<file path="config.mk">
export PLATFORM = sky130hd
export DESIGN_NAME = mtmf_csr
export DESIGN_NICKNAME = d
export VERILOG_FILES = /design/src/mtmf_pkg.sv /design/src/mtmf_csr.sv
export SDC_FILE = /design/constraint.sdc
export NUM_CORES = 1
export LEC_CHECK = 0
export ABC_AREA = 1
export BUFFER_PORTS_ARGS = -buffer_cell sky130_fd_sc_hd__buf_2
export CAP_MARGIN = 40
export CELL_PAD_IN_SITES_DETAIL_PLACEMENT = 1
export CELL_PAD_IN_SITES_GLOBAL_PLACEMENT = 1
export CORE_MARGIN = 2
export CORE_UTILIZATION = 31
export CTS_CLUSTER_SIZE = 16
export DETAILED_ROUTE_END_ITERATION = 16
export PLACE_DENSITY = 0.92
export SLEW_MARGIN = 10
export SYNTH_ARGS = -nofsm -noshare
export SYNTH_HDL_FRONTEND = slang
export SYNTH_SLANG_ARGS = --single-unit
export TNS_END_PERCENT = 30
</file>
<file path="constraint.sdc">
create_clock -name clock -period 1.87 [get_ports clock]
set_input_delay 0.374 -clock clock [delete_from_list [all_inputs] [get_ports clock]]
set_output_delay 0.374 -clock clock [all_outputs]
set_load 0.05 [all_outputs]
</file>
<file path="src/mtmf_pkg.sv">
// ----------------------------------------------------------------------------
// mtmf_pkg
// Shared types and constants for the threshold median projection block:
// channel payloads, register map, controller states and command/status groups.
// ----------------------------------------------------------------------------
`default_nettype none

package mtmf_pkg;

   // operation codes
   localparam logic [1:0] OP_ACCUM = 2'd0;
   localparam logic [1:0] OP_READ  = 2'd1;
   localparam logic [1:0] OP_CLEAR = 2'd2;

   // plane selector codes (anything else acts as XY)
   localparam logic [1:0] PLANE_XY = 2'd0;
   localparam logic [1:0] PLANE_XZ = 2'd1;
   localparam logic [1:0] PLANE_YZ = 2'd2;

   // register map, index = paddr[4:2]
   localparam int         CSR_AW       = 5;
   localparam logic [2:0] REG_PLANE    = 3'd0;
   localparam logic [2:0] REG_THRESH   = 3'd1;
   localparam logic [2:0] REG_SIZE_X   = 3'd2;
   localparam logic [2:0] REG_SIZE_Y   = 3'd3;
   localparam logic [2:0] REG_SIZE_Z   = 3'd4;

   localparam logic [8:0] SIZE_RESET   = 9'd256;

   // binarised pixel levels
   localparam logic [7:0] FG_VALUE = 8'd255;
   localparam logic [7:0] BG_VALUE = 8'd0;

   typedef struct packed {
      logic [1:0] operation;
      logic [7:0] coord_x;
      logic [7:0] coord_y;
      logic [7:0] coord_z;
      logic [7:0] voxel_value;
   } mtmf_req_type;

   typedef struct packed {
      logic [7:0] filtered_pixel;
      logic [7:0] projected_value;
      logic       out_of_range;
   } mtmf_rsp_type;

   typedef struct packed {
      logic [1:0] plane;
      logic [7:0] threshold;
      logic [8:0] size_x;
      logic [8:0] size_y;
      logic [8:0] size_z;
   } mtmf_cfg_type;

   typedef enum logic [2:0] {
      ST_CLEAR,
      ST_IDLE,
      ST_ACC_RD,
      ST_ACC_WR,
      ST_WIN,
      ST_WIN_END,
      ST_RESULT
   } mtmf_state_type;

   // controller -> datapath
   typedef struct packed {
      logic load_item;
      logic clear_wr;
      logic acc_wr;
      logic win_rd;
      logic result_ld;
   } mtmf_cmd_type;

   // datapath -> controller
   typedef struct packed {
      logic [1:0] req_op;
      logic       req_inside;
      logic       clear_last;
      logic       scan_last;
      logic       out_free;
   } mtmf_sts_type;

endpackage

`default_nettype wire

</file>
<file path="src/mtmf_csr.sv">
// ----------------------------------------------------------------------------
// mtmf_csr
// APB-style register file: plane select, threshold and volume sizes.
// ----------------------------------------------------------------------------
`default_nettype none

module mtmf_csr (
   input  wire logic                       clock,
   input  wire logic                       reset,
   input  wire logic                       csr_psel,
   input  wire logic                       csr_penable,
   input  wire logic                       csr_pwrite,
   input  wire logic [mtmf_pkg::CSR_AW-1:0] csr_paddr,
   input  wire logic [31:0]                csr_pwdata,
   output logic      [31:0]                csr_prdata,
   output logic                            csr_pready,
   output mtmf_pkg::mtmf_cfg_type          cfg
);
   import mtmf_pkg::*;

   mtmf_cfg_type cfg_ff, cfg_in;
   logic [2:0]   reg_idx;
   logic         wr_en;

   assign reg_idx    = csr_paddr[CSR_AW-1:2];
   assign wr_en      = csr_psel & csr_penable & csr_pwrite;
   assign csr_pready = 1'b1;
   assign cfg        = cfg_ff;

   always_comb begin
      cfg_in = cfg_ff;
      if (wr_en) begin
         case (reg_idx)
            REG_PLANE:  cfg_in.plane     = csr_pwdata[1:0];
            REG_THRESH: cfg_in.threshold = csr_pwdata[7:0];
            REG_SIZE_X: cfg_in.size_x    = csr_pwdata[8:0];
            REG_SIZE_Y: cfg_in.size_y    = csr_pwdata[8:0];
            REG_SIZE_Z: cfg_in.size_z    = csr_pwdata[8:0];
            default:    ;
         endcase
      end
   end

   always_comb begin
      case (reg_idx)
         REG_PLANE:  csr_prdata = 32'(cfg_ff.plane);
         REG_THRESH: csr_prdata = 32'(cfg_ff.threshold);
         REG_SIZE_X: csr_prdata = 32'(cfg_ff.size_x);
         REG_SIZE_Y: csr_prdata = 32'(cfg_ff.size_y);
         REG_SIZE_Z: csr_prdata = 32'(cfg_ff.size_z);
         default:    csr_prdata = 32'd0;
      endcase
   end

   always_ff @(posedge clock) begin
      if (reset) begin
         cfg_ff.plane     <= PLANE_XY;
         cfg_ff.threshold <= 8'd0;
         cfg_ff.size_x    <= SIZE_RESET;
         cfg_ff.size_y    <= SIZE_RESET;
         cfg_ff.size_z    <= SIZE_RESET;
      end else begin
         cfg_ff <= cfg_in;
      end
   end

endmodule

`default_nettype wire

</file>
## After elaboration in Yosys (flattened, before gate mapping)

Index checks and enable logic that the tools add are counted.

| storage, ports and cells | value |
|---|---|
| flip-flop bits (word level) | 37 |
| input bits | 42 |
| output and inout bits | 70 |
| word-level logic and storage cells | 18 |

| cells by class | value |
|---|---|
| equality and inequality tests | 4 |
| mux-type cells | 1 |
| bitwise logic cells | 2 |
| reductions and logical operators | 6 |

Operators by type and width:

| kind | number |
|---|---|
| 9-bit one-hot mux with 5 select lines | 1 |
| 2-bit AND reduction | 5 |
| 3-bit by 2-bit == test with 1-bit output, second input constant | 2 |
| 3-bit by 1-bit == test with 1-bit output, second input constant | 1 |
| 3-bit == test, second input constant | 1 |
| 3-bit logical NOT | 1 |
| 1-bit bitwise AND | 2 |

## Longest topological paths before layout

| depth | value |
|---|---|
| word-level depth | 3 |
| depth in mapped cells | 9 |
| gate-level depth less buffers | 7 |

## Least setup slack after synthesis

OpenSTA, ideal clock, no wires.

| timing | value |
|---|---|
| path kind | input port to output port |
| from | in csr_paddr[3] (netlist name) |
| to | out csr_prdata[7] |
| arrival | 1411 ps |
| data required time | 1496 ps |
| setup slack | 85 ps |
| stages | 9 |
| buffers on the path | 2 |
| cell sequence | buf_6 > inv_1 > nand2_1 > nor2_4 > buf_4 > nand2_1 > nand2_1 > inv_1 > nand2_1 |

| between the ends | value |
|---|---|
| longest elaborated chain between the ends | 2 |
| elaborated cells between the ends (all ways) | 6 |
| classes of those cells | eq/ne: 4; mux: 1; reduce/logical: 1 |

Ends and longest elaborated chain:

| what | line | source |
|---|---|---|
| from (decl) | mtmf_csr.sv:13 | `input wire logic [mtmf_pkg::CSR_AW-1:0] csr_paddr,` |
| 3-bit == test, or another cell as far along | mtmf_csr.sv:45 | `case (reg_idx)` |
| 9-bit one-hot mux with 5 select lines (*) | mtmf_csr.sv:45 |  |
| to (decl) | mtmf_csr.sv:15 | `output logic [31:0] csr_prdata,` |

Mark *: on every way between the ends. The rest lies on a longest branch, timed or not.

## Final worst setup path

| timing | value |
|---|---|
| from | in csr_paddr[2] (netlist name) |
| to | out csr_prdata[2] |

Same word-level chain as after synthesis.

==> flow_metrics.py <==
metrics = {
    "clock_tree": {
        "htreeDepth": 2,
        "worstSkewPairLatency_ps": 290,
        "clk_pin_slew_worst_paths_ps": 70,
        "cts_tree": "yes",
        "root_buffer": "clkbuf_8",
        "cts_buffers": 5,
        "hold_buffers": 0,
        "clockBufferDepth": 2,
        "postCtsSetupBuffers": 0,
        "cts.sinks": 37,
    },
    "die": {
        "chipWidth_um": 85.26,
        "num_rows": 29,
        "core_area_mm2": 0.006386,
        "die_h_um": 85.26,
        "io_pins": 112,
        "die-area_mm2": 0.007269,
        "initial_utilization_pct": 32.05,
    },
    "final_layout": {
        "final_common_cell": "nand2_1",
        "largest_register_ffs": 37,
        "nNetsFinal": 443,
        "syn_to_final_growth_pct": 24.82,
        "final_cells": 478,
        "antenna_cells": 0,
        "drive_above_1_share_pct": 22.69,
        "utilization_pct": 40.01,
        "final_cell_mix": "nand2_1, nor2_1, buf_2",
    },
    "power": {
        "powerDensity_mw_per_mm2": 668.8,
        "combPwrFrac_pct": 19.6,
        "p_seq_share_pct": 47.2,
        "pwr-share-clk_pct": 33.2,
        "switching_share_pct": 32.03,
        "p_switching_mw": 0.5473,
        "peakVddDrop_mv": 0.3272,
        "internal_power_mw": 1.162,
        "p_leak_nw": 1.339,
    },
    "grt": {
        "grt_overflow": 0,
        "grt_pass1_wl_um": 10210,
        "grt_max_degree": 38,
        "grt_usage_pct": 17.92,
        "grt_pass1_vias": 2128,
        "antenna_found_initial": 0,
    },
    "drt": {
        "routed_wirelength_um": 6388,
        "firstDrtPassIters": 4,
        "drt_iter0_drc": 71,
        "vias": 2211,
        "via_per_inst": 4.626,
        "drc": 0,
        "final_antenna_net_count": 0,
        "wl_per_cell_um": 13.36,
    },
    "sta": {
        "tightest_slew_ps": 654.2,
        "tns_ps": 0,
        "rsz0062_at_grt": "no",
        "min_period_over_period_pct": 96.29,
        "timing.fmax_mhz": 555.3,
        "max-slew-margin-rel_pct": 56.33,
        "fin_crit_ps": 1801,
        "fin_worst_skew_ps": 0,
        "hold_violations": 0,
        "hold_slack_ps": 363.7,
        "setup_viol": 0,
        "setup_ws_ps": 69.29,
        "maxSlewViolCount": 0,
    },
    "yosys": {
        "syn_area_mm2": 0.002047,
        "yosysWarnings": 0,
        "syn_avg_cell_area_um2": 6.184,
        "ys_seq_area_share_pct": 36.19,
        "syn-instance-count": 331,
        "ys_seq_elements": 37,
        "yosysUniqueCellTypes": 17,
    },
    "status": {
        "status": "complete, no violations",
    },
    "place": {
        "place_congestion": 0.8818,
        "place.port_buffers": 62,
        "hpwl_um": 4781,
        "dp_slack_ps": 23.71,
        "place_inst": 471,
    },
    "job": {
        "max_cap_violations": 0,
    },
    "setup_path": {
        "path_max_fanout": 13,
        "start_kind": "input pin",
        "cp-end-kind": "output pin",
        "required_ps": 1500,
        "crit_type": "input pin to output pin",
        "worstPathArrival_ps": 1430,
    },
    "worst_hold_path": {
        "worst_hold_path_type": "input pin to flip-flop",
    },
}
==> area by class of cell <==
class / instances / area (um^2)
Multi-Input combinational cell: 252 / 1037
Clock buffer: 7 / 86.33
Fill cell: 875 / 3831
Inverter: 30 / 112.6
Tap cell: 77 / 96.34
Sequential cell: 37 / 740.7
Timing Repair Buffer: 75 / 481.7
==> repair_timing <==
item | CTS | global route
gates resized for setup | 0 | 16
setup endpoints to repair | 0 | 8
hold endpoints to repair | 0 | 0
==> logic make-up after synthesis <==
logic type,count (synthesis),share of synthesized area [%]
AO/OA/AOI/OAI,3,0.7333
buffers and inverters,64,17.54
flip-flops,37,36.19
other,2,0.3669
AND/OR/NAND/NOR,225,45.17
==> through the flow <==
step                instance area [um^2]  total power [mW]
global placement                    2437             1.148
floorplan                           2130             1.109
CTS                                 2524             1.726
detailed placement                  2437             1.156
global route                        2555             1.782
finish                              2555             1.709
==> cells in the mapped netlist <==
library cell	number	area share [%]
conb_1	2	0.37
inv_2	2	0.37
buf_1	3	0.55
nor2_1	76	14
nor2_2	4	1.2
buf_2	2	0.49
nand3_1	35	8.6
nand3_2	1	0.49
nor2_4	2	1.1
clkinv_1	1	0.18
inv_1	27	5.0
dfxtp_1	37	36
o21ai_0	3	0.73
buf_6	2	1.1
nand4_1	2	0.61
buf_4	27	9.9
nand2_1	105	19
==> power by group through the flow <==
stage / Sequential (mW) / Clock, mW / Combinational, mW
after floorplan: 0.858 / 0 / 0.251
after global placement: 0.823 / 0 / 0.325
after detailed placement: 0.824 / 0 / 0.332
after CTS: 0.806 / 0.586 / 0.334
after global routing: 0.807 / 0.615 / 0.360
final: 0.806 / 0.567 / 0.336
==> metal layers <==
metal / GRT usage (%) / vias to the layer above / part of all wire, %
li1: - / 1091 / -
met1: 22.06 / 1035 / 42
met2: 31.68 / 76 / 50
met3: 3.405 / 9 / 6.3
met4: 5.195 / 0 / 1.5
met5: 0 / - / 0
==> path summary, 6_finish.rpt <==
path / startpoint / endpoint / slack, ps / cells after the start
max reg2reg: cfg[18] / cfg[18] / 1240 / 2
min reg2reg: cfg[13] / cfg[13] / 500 / 2
min: csr_pwdata[8] / cfg[17] / 360 / 3
max: csr_paddr[2] / csr_prdata[2] / 70 / 10
==> critical path, cell delays in order <==
cell	delay [ps]
buf_2	160
inv_1	90
nand2_1	100
nor2_4	120
buf_12	140
nand2_1	50
nand2_1	50
inv_1	40
nand2_1	90
buf_4	210
(Power assumes the default switching activity.)
