`config.mk`:
```
export PLATFORM = sky130hd
export DESIGN_NAME = mtmf_ctrl
export DESIGN_NICKNAME = d
export VERILOG_FILES = /design/src/mtmf_pkg.sv /design/src/mtmf_ctrl.sv
export SDC_FILE = /design/constraint.sdc
export NUM_CORES = 1
export LEC_CHECK = 0
export ABC_AREA = 0
export BUFFER_PORTS_ARGS = -buffer_cell sky130_fd_sc_hd__buf_2
export CAP_MARGIN = 20
export CORE_AREA = 2 2 39 41
export DETAILED_ROUTE_END_ITERATION = 16
export DIE_AREA = 0 0 41 43
export PLACE_DENSITY_LB_ADDON = 0.1
export SETUP_SLACK_MARGIN = 0.2
export SLEW_MARGIN = 20
export SYNTH_ARGS = -nofsm -noshare
export SYNTH_HDL_FRONTEND = slang
export SYNTH_SLANG_ARGS = --single-unit
```
`constraint.sdc`:
```
create_clock -name clock -period 1.3 [get_ports clock]
set_input_delay 0.195 -clock clock [delete_from_list [all_inputs] [get_ports clock]]
set_output_delay 0.195 -clock clock [all_outputs]
set_load 0.03 [all_outputs]
```
`src/mtmf_pkg.sv`:
```
// ----------------------------------------------------------------------------
// mtmf_pkg
// Shared types and constants for the threshold median projection block:
// channel payloads, register map, controller states and command/status groups.
// ----------------------------------------------------------------------------
`default_nettype none

package mtmf_pkg;

   // operation codes
   localparam logic [1:0] OP_ACCUM = 2'd0;
   localparam logic [1:0] OP_READ  = 2'd1;
   localparam logic [1:0] OP_CLEAR = 2'd2;

   // plane selector codes (anything else acts as XY)
   localparam logic [1:0] PLANE_XY = 2'd0;
   localparam logic [1:0] PLANE_XZ = 2'd1;
   localparam logic [1:0] PLANE_YZ = 2'd2;

   // register map, index = paddr[4:2]
   localparam int         CSR_AW       = 5;
   localparam logic [2:0] REG_PLANE    = 3'd0;
   localparam logic [2:0] REG_THRESH   = 3'd1;
   localparam logic [2:0] REG_SIZE_X   = 3'd2;
   localparam logic [2:0] REG_SIZE_Y   = 3'd3;
   localparam logic [2:0] REG_SIZE_Z   = 3'd4;

   localparam logic [8:0] SIZE_RESET   = 9'd256;

   // binarised pixel levels
   localparam logic [7:0] FG_VALUE = 8'd255;
   localparam logic [7:0] BG_VALUE = 8'd0;

   typedef struct packed {
      logic [1:0] operation;
      logic [7:0] coord_x;
      logic [7:0] coord_y;
      logic [7:0] coord_z;
      logic [7:0] voxel_value;
   } mtmf_req_type;

   typedef struct packed {
      logic [7:0] filtered_pixel;
      logic [7:0] projected_value;
      logic       out_of_range;
   } mtmf_rsp_type;

   typedef struct packed {
      logic [1:0] plane;
      logic [7:0] threshold;
      logic [8:0] size_x;
      logic [8:0] size_y;
      logic [8:0] size_z;
   } mtmf_cfg_type;

   typedef enum logic [2:0] {
      ST_CLEAR,
      ST_IDLE,
      ST_ACC_RD,
      ST_ACC_WR,
      ST_WIN,
      ST_WIN_END,
      ST_RESULT
   } mtmf_state_type;

   // controller -> datapath
   typedef struct packed {
      logic load_item;
      logic clear_wr;
      logic acc_wr;
      logic win_rd;
      logic result_ld;
   } mtmf_cmd_type;

   // datapath -> controller
   typedef struct packed {
      logic [1:0] req_op;
      logic       req_inside;
      logic       clear_last;
      logic       scan_last;
      logic       out_free;
   } mtmf_sts_type;

endpackage

`default_nettype wire

```
`src/mtmf_ctrl.sv`:
```
// ----------------------------------------------------------------------------
// mtmf_ctrl
// Sequencer: clearing sweep, read-modify-write accumulate, 3x3 window scan
// and result hand-off to the output register.
// ----------------------------------------------------------------------------
`default_nettype none

module mtmf_ctrl (
   input  wire logic                   clock,
   input  wire logic                   reset,
   input  wire logic                   req_valid,
   output logic                        req_stall,
   input  wire mtmf_pkg::mtmf_sts_type sts,
   output mtmf_pkg::mtmf_cmd_type      cmd
);
   import mtmf_pkg::*;

   mtmf_state_type state_ff, state_in;

   always_ff @(posedge clock) begin
      if (reset) begin
         state_ff <= ST_CLEAR;   // store is swept to zero after reset
      end else begin
         state_ff <= state_in;
      end
   end

   always_comb begin
      state_in  = state_ff;
      cmd       = '0;
      req_stall = 1'b1;
      case (state_ff)
         ST_CLEAR: begin
            cmd.clear_wr = 1'b1;
            if (sts.clear_last) begin
               state_in = ST_IDLE;
            end
         end
         ST_IDLE: begin
            req_stall = 1'b0;
            if (req_valid) begin
               cmd.load_item = 1'b1;
               case (sts.req_op)
                  OP_CLEAR: state_in = ST_CLEAR;
                  OP_ACCUM: state_in = sts.req_inside ? ST_ACC_RD : ST_RESULT;
                  OP_READ:  state_in = sts.req_inside ? ST_WIN : ST_RESULT;
                  default:  state_in = ST_IDLE;
               endcase
            end
         end
         ST_ACC_RD: begin
            state_in = ST_ACC_WR;
         end
         ST_ACC_WR: begin
            cmd.acc_wr = 1'b1;
            state_in   = ST_IDLE;
         end
         ST_WIN: begin
            cmd.win_rd = 1'b1;
            if (sts.scan_last) begin
               state_in = ST_WIN_END;
            end
         end
         ST_WIN_END: begin
            // last tap's read data is counted in this cycle
            state_in = ST_RESULT;
         end
         ST_RESULT: begin
            if (sts.out_free) begin
               cmd.result_ld = 1'b1;
               state_in      = ST_IDLE;
            end
         end
         default: begin
            state_in = ST_IDLE;
         end
      endcase
   end

endmodule

`default_nettype wire

```
# Word-level counts from Yosys, hierarchy flattened
# Cells that the tools add are included.
# W data, S select, Z words.
[op_classes]
mux = 16
reduce_logical = 3
n_eq_ne = 12
[op_table]
columns = ["cell", "count"]
rows = [
  ["$pmux W3 S6", 1],
  ["$mux W3", 5],
  ["$eq A3 B3 Y1 const B", 3],
  ["$pmux W3 S3", 1],
  ["$mux W1", 8],
  ["$ne A2 B2 Y1 const B", 4],
  ["$eq A3 B2 Y1 const B", 2],
  ["$reduce_and A4 Y1", 1],
  ["$eq A3 B1 Y1 const B", 1],
  ["$logic_not A3 Y1", 1],
  ["$eq A2 B1 Y1 const B", 1],
  ["$eq A2 B2 Y1 const B", 1],
  ["$logic_not A2 Y1", 1],
  ["$mux W2", 1],
]
[totals]
wordCells = 32
reg_bits = 3
inputBits = 9
out_inout_bits = 6

# Longest topological paths before layout
[logic_depth]
word_depth = 4
ltp_mapped = 4
depth_no_buf = 3

# Worst setup path after synthesis
# No wires, ideal clock.
[synth_path]
path_kind = "reg2out"
start = "register state_ff[1]"
end = "output port cmd[4] (netlist bit)"
path_stages_with_launch = 4
required_ns = 1.105
arrival_time_ns = 1.439
setup_slack_ns = -0.334
cell_sequence = "dfxtp_1 -> buf_2 -> or3b_1 -> nor2_1"
[synth_rtl]
columns = ["element", "line_no", "rtl"]
rows = [
  ["from (decl)", "mtmf_ctrl.sv:18", "mtmf_state_type state_ff, state_in;"],
  ["from (signal assigned)", "mtmf_ctrl.sv:24", "state_ff <= state_in;"],
  ["to (decl)", "mtmf_ctrl.sv:14", "output mtmf_pkg::mtmf_cmd_type cmd"],
]

==> metrics.md <==
| Metric | Value |
|---|---|
| Outcome | `finished, violations left` |
| Failing checks | `setup timing` |
| Yosys top cell area share | `0.232` |
| Final Net Count | `67` |
| Final Core Density | `0.362` |
| Initial antenna violation count | `0` |
| I/O Buffers | `14` |
| Worst Path Buf+Inv | `1` |
| Max transition margin | `0.808` |
| Syn. warnings | `0` |
| DRC Markers | `0` |
| Internal Power | `339 µW` |
| Root buffer cell | `clkbuf_4` |
| Placer Congestion | `0.734` |
| Diode count | `0` |
| CTS tree | `yes` |
| Via count | `332` |
| Minimum clock period | `1.42 ns` |
| Max-Cap Viols | `0` |
| Worst Path Arrival | `1.22 ns` |
| Largest net degree at the start of global routing | `11` |
| Clock Latency Late Sink | `0.23 ns` |
| CORE AREA | `1380 µm²` |
| Share of cells above drive strength 1 | `0.632` |
| Combinational power share | `0.448` |
| DPL Wire Length | `598 µm` |
| Max-slew violations | `0` |
| Total length of routed wires | `824 µm` |
| Yosys top cell by area | `dfxtp_1` |
| Vias/cell | `4.55` |
| Final setup fails | `6` |
| Switch Pwr | `174 µW` |
| Clock power frac | `0.324` |
| Grt ovf | `0` |
| Fin crit share | `1.09` |
| Chip height | `43 µm` |
| Sequential element share of the synthesized area | `0.232` |
| Crit path kind | `reg -> out` |
| Max incr delay on CP | `0.42 ns` |
| Clk slew on worst S/H paths | `0.04 ns` |
| Cell row count | `14` |
| Crit path launch type | `register` |
| Largest Register | `state_ff` |
| Worst-Margin Slew | `0.288 ns` |
| I/O pin total | `15` |
| Htree depth | `1` |
| CP Capture Type | `primary output` |
| Placement Setup Slack | `0.0426 ns` |
| Vias in the first global route | `335` |
| R2r setup slk | `-0.01 ns` |
| Crit-path cells | `or3b_4 -> nor2_4 -> buf_6` |
| Unrepaired setup endpoints after global routing | `true` |
| Worst-path fanout max | `6` |
| Global-route wire length before repair | `1.28 mm` |
| Sink Count | `3` |
| Worst vdd ir | `0.000357 V` |
| Routed Antenna Nets | `0` |
| Seq cells post-synth | `3` |
| Largest cells by area after synthesis | `dfxtp_1 (23%), nor4b_2 (5.8%), nand2b_1 (4.8%), nor2b_1 (4.8%), buf_6 (4.3%)` |
| Max reg flops | `3` |
| DRT iter0 DRCs | `2` |
| Final Hold Vio Count | `0` |
| Clock skew | `0.00376 ns` |
| WL per Instance | `11.3 µm` |
| Area after DPL | `375 µm²` |
| Die Wd | `41 µm` |
| Avg Cell Area, Syn | `7.62 µm²` |
| Final instance area | `500 µm²` |
| Post-synthesis cell area | `259 µm²` |
| Area growth syn-to-layout | `93.2%` |
| DRT Pass-1 Iters | `2` |
| Static leakage | `0.000219 µW` |
| Worst setup margin | `-0.119 ns` |
| Worst endpoint required time | `1.11 ns` |
| Peak Freq | `705 MHz` |
| Syn_nets | `43` |
| Gr usage total | `0.114` |
| Count of cell types in the netlist | `24` |
| Slowest cell on crit path | `or3b_4` |
| Layout fillers | `176` |
| Top delay family on crit path | `simple AND/OR/NAND/NOR gates` |
| Initial Utilization | `0.187` |
| Hold WC Path Type | `in -> reg` |
| Full die area | `1760 µm²` |
| Top Registers | `state_ff (3)` |
| Number of buffers created by CTS | `3` |
| Sequential power share | `0.227` |
| CTS Buffer Depth | `2` |
| Power Density | `1020 nW/µm²` |
| Switching Fraction | `0.339` |
| Post-Synthesis Cells | `34` |
==> Yosys cell counts <==
| master | instances |
|---|---|
| a211oi_1 | 1 |
| a311o_1 | 1 |
| o21ai_1 | 1 |
| and2b_1 | 1 |
| and3b_1 | 1 |
| or2b_1 | 1 |
| a21oi_1 | 2 |
| buf_6 | 1 |
| nor3_1 | 1 |
| dfxtp_1 | 3 |
| or4_1 | 1 |
| buf_2 | 2 |
| nand2_1 | 2 |
| nor4_1 | 1 |
| or3b_1 | 1 |
| nand2b_1 | 2 |
| nor2_1 | 3 |
| inv_1 | 1 |
| o21ai_0 | 2 |
| nor4b_2 | 1 |
| a21o_1 | 1 |
| nor2b_1 | 2 |
| o22ai_1 | 1 |
| nand3b_1 | 1 |
==> timing repair <==
item,4_1_cts,5_1_grt
gates resized for setup,15,4
hold buffers,0,0
gates cloned,0,0
pin swaps,5,4
endpoints found under the setup margin,9,9
setup buffers,2,3
==> final cells by class <==
class	instances	area, µm²	area share
timing repair buffer	22	168	0.335
clock buffer	4	26.3	0.0525
multi-input combinational	27	214	0.427
sequential	3	68.8	0.138
inverter	1	3.75	0.00750
tap	16	20.0	0.0400
==> routing by layer <==
| metal | GRT usage | share of wire |
|---|---|---|
| met1 | 0.115 | 0.36 |
| met2 | 0.169 | 0.57 |
| met3 | 0.0314 | 0.058 |
| met4 | 0.120 | 0.012 |
| met5 | 0 | 0 |
==> path summary, 6_finish.rpt <==
path                             startpoint           to  cells past startpoint
worst max-delay path            state_ff[2]       cmd[4]                      3
worst min-delay path                  reset  state_ff[1]                      2
worst max register to register  state_ff[0]  state_ff[2]                      5
worst min register to register  state_ff[1]  state_ff[2]                      1
==> cells in the final DEF (no fill, tap or decap) <==
master    instances
clkbuf_4          3
nand3b_1          1
nor2_4            2
o21ai_0           2
a21oi_2           1
and2b_1           1
buf_6             6
dfxtp_2           1
or4_1             1
and3b_1           1
buf_4             8
nor2b_1           1
nor4b_2           1
nor3_4            1
clkbuf_1          1
a311o_1           1
nand2_1           2
nand2b_1          2
o21ai_1           1
or2b_1            1
nor4_1            1
a211oi_2          1
a21oi_1           1
inv_1             1
or3b_4            1
buf_2             8
nor2b_2           1
a21o_1            1
dfxtp_4           2
o22ai_1           1
nor2_1            1
==> kinds of logic after synthesis <==
logic type,Yosys count,share of synthesized area
compound gates,9,0.217
flops,3,0.232
simple gates,18,0.454
buf+inv,4,0.0966
==> power by group through the flow <==
stage / clock network, µW / logic, µW / registers, µW
global route: 188 / 249 / 119
global placement: 0 / 161 / 122
floorplan: 0 / 132 / 109
finish: 166 / 230 / 117
CTS: 174 / 199 / 119
detailed placement: 0 / 163 / 122
==> per-stage QoR <==
| stage | instances | setup TNS (ns) | power, µW | hold WS (ns) |
|---|---|---|---|---|
| global placement | 64 | 0 | 283 | 0.413 |
| finish | 73 | -0.343 | 512 | 0.175 |
| global route | 73 | -0.682 | 556 | 0.177 |
| detailed placement | 64 | 0 | 285 | 0.410 |
| floorplan | 34 | -0.00838 | 241 | 0.266 |
| CTS | 70 | -0.443 | 493 | 0.163 |
No activity file was read; power rests on OpenSTA's default activity.
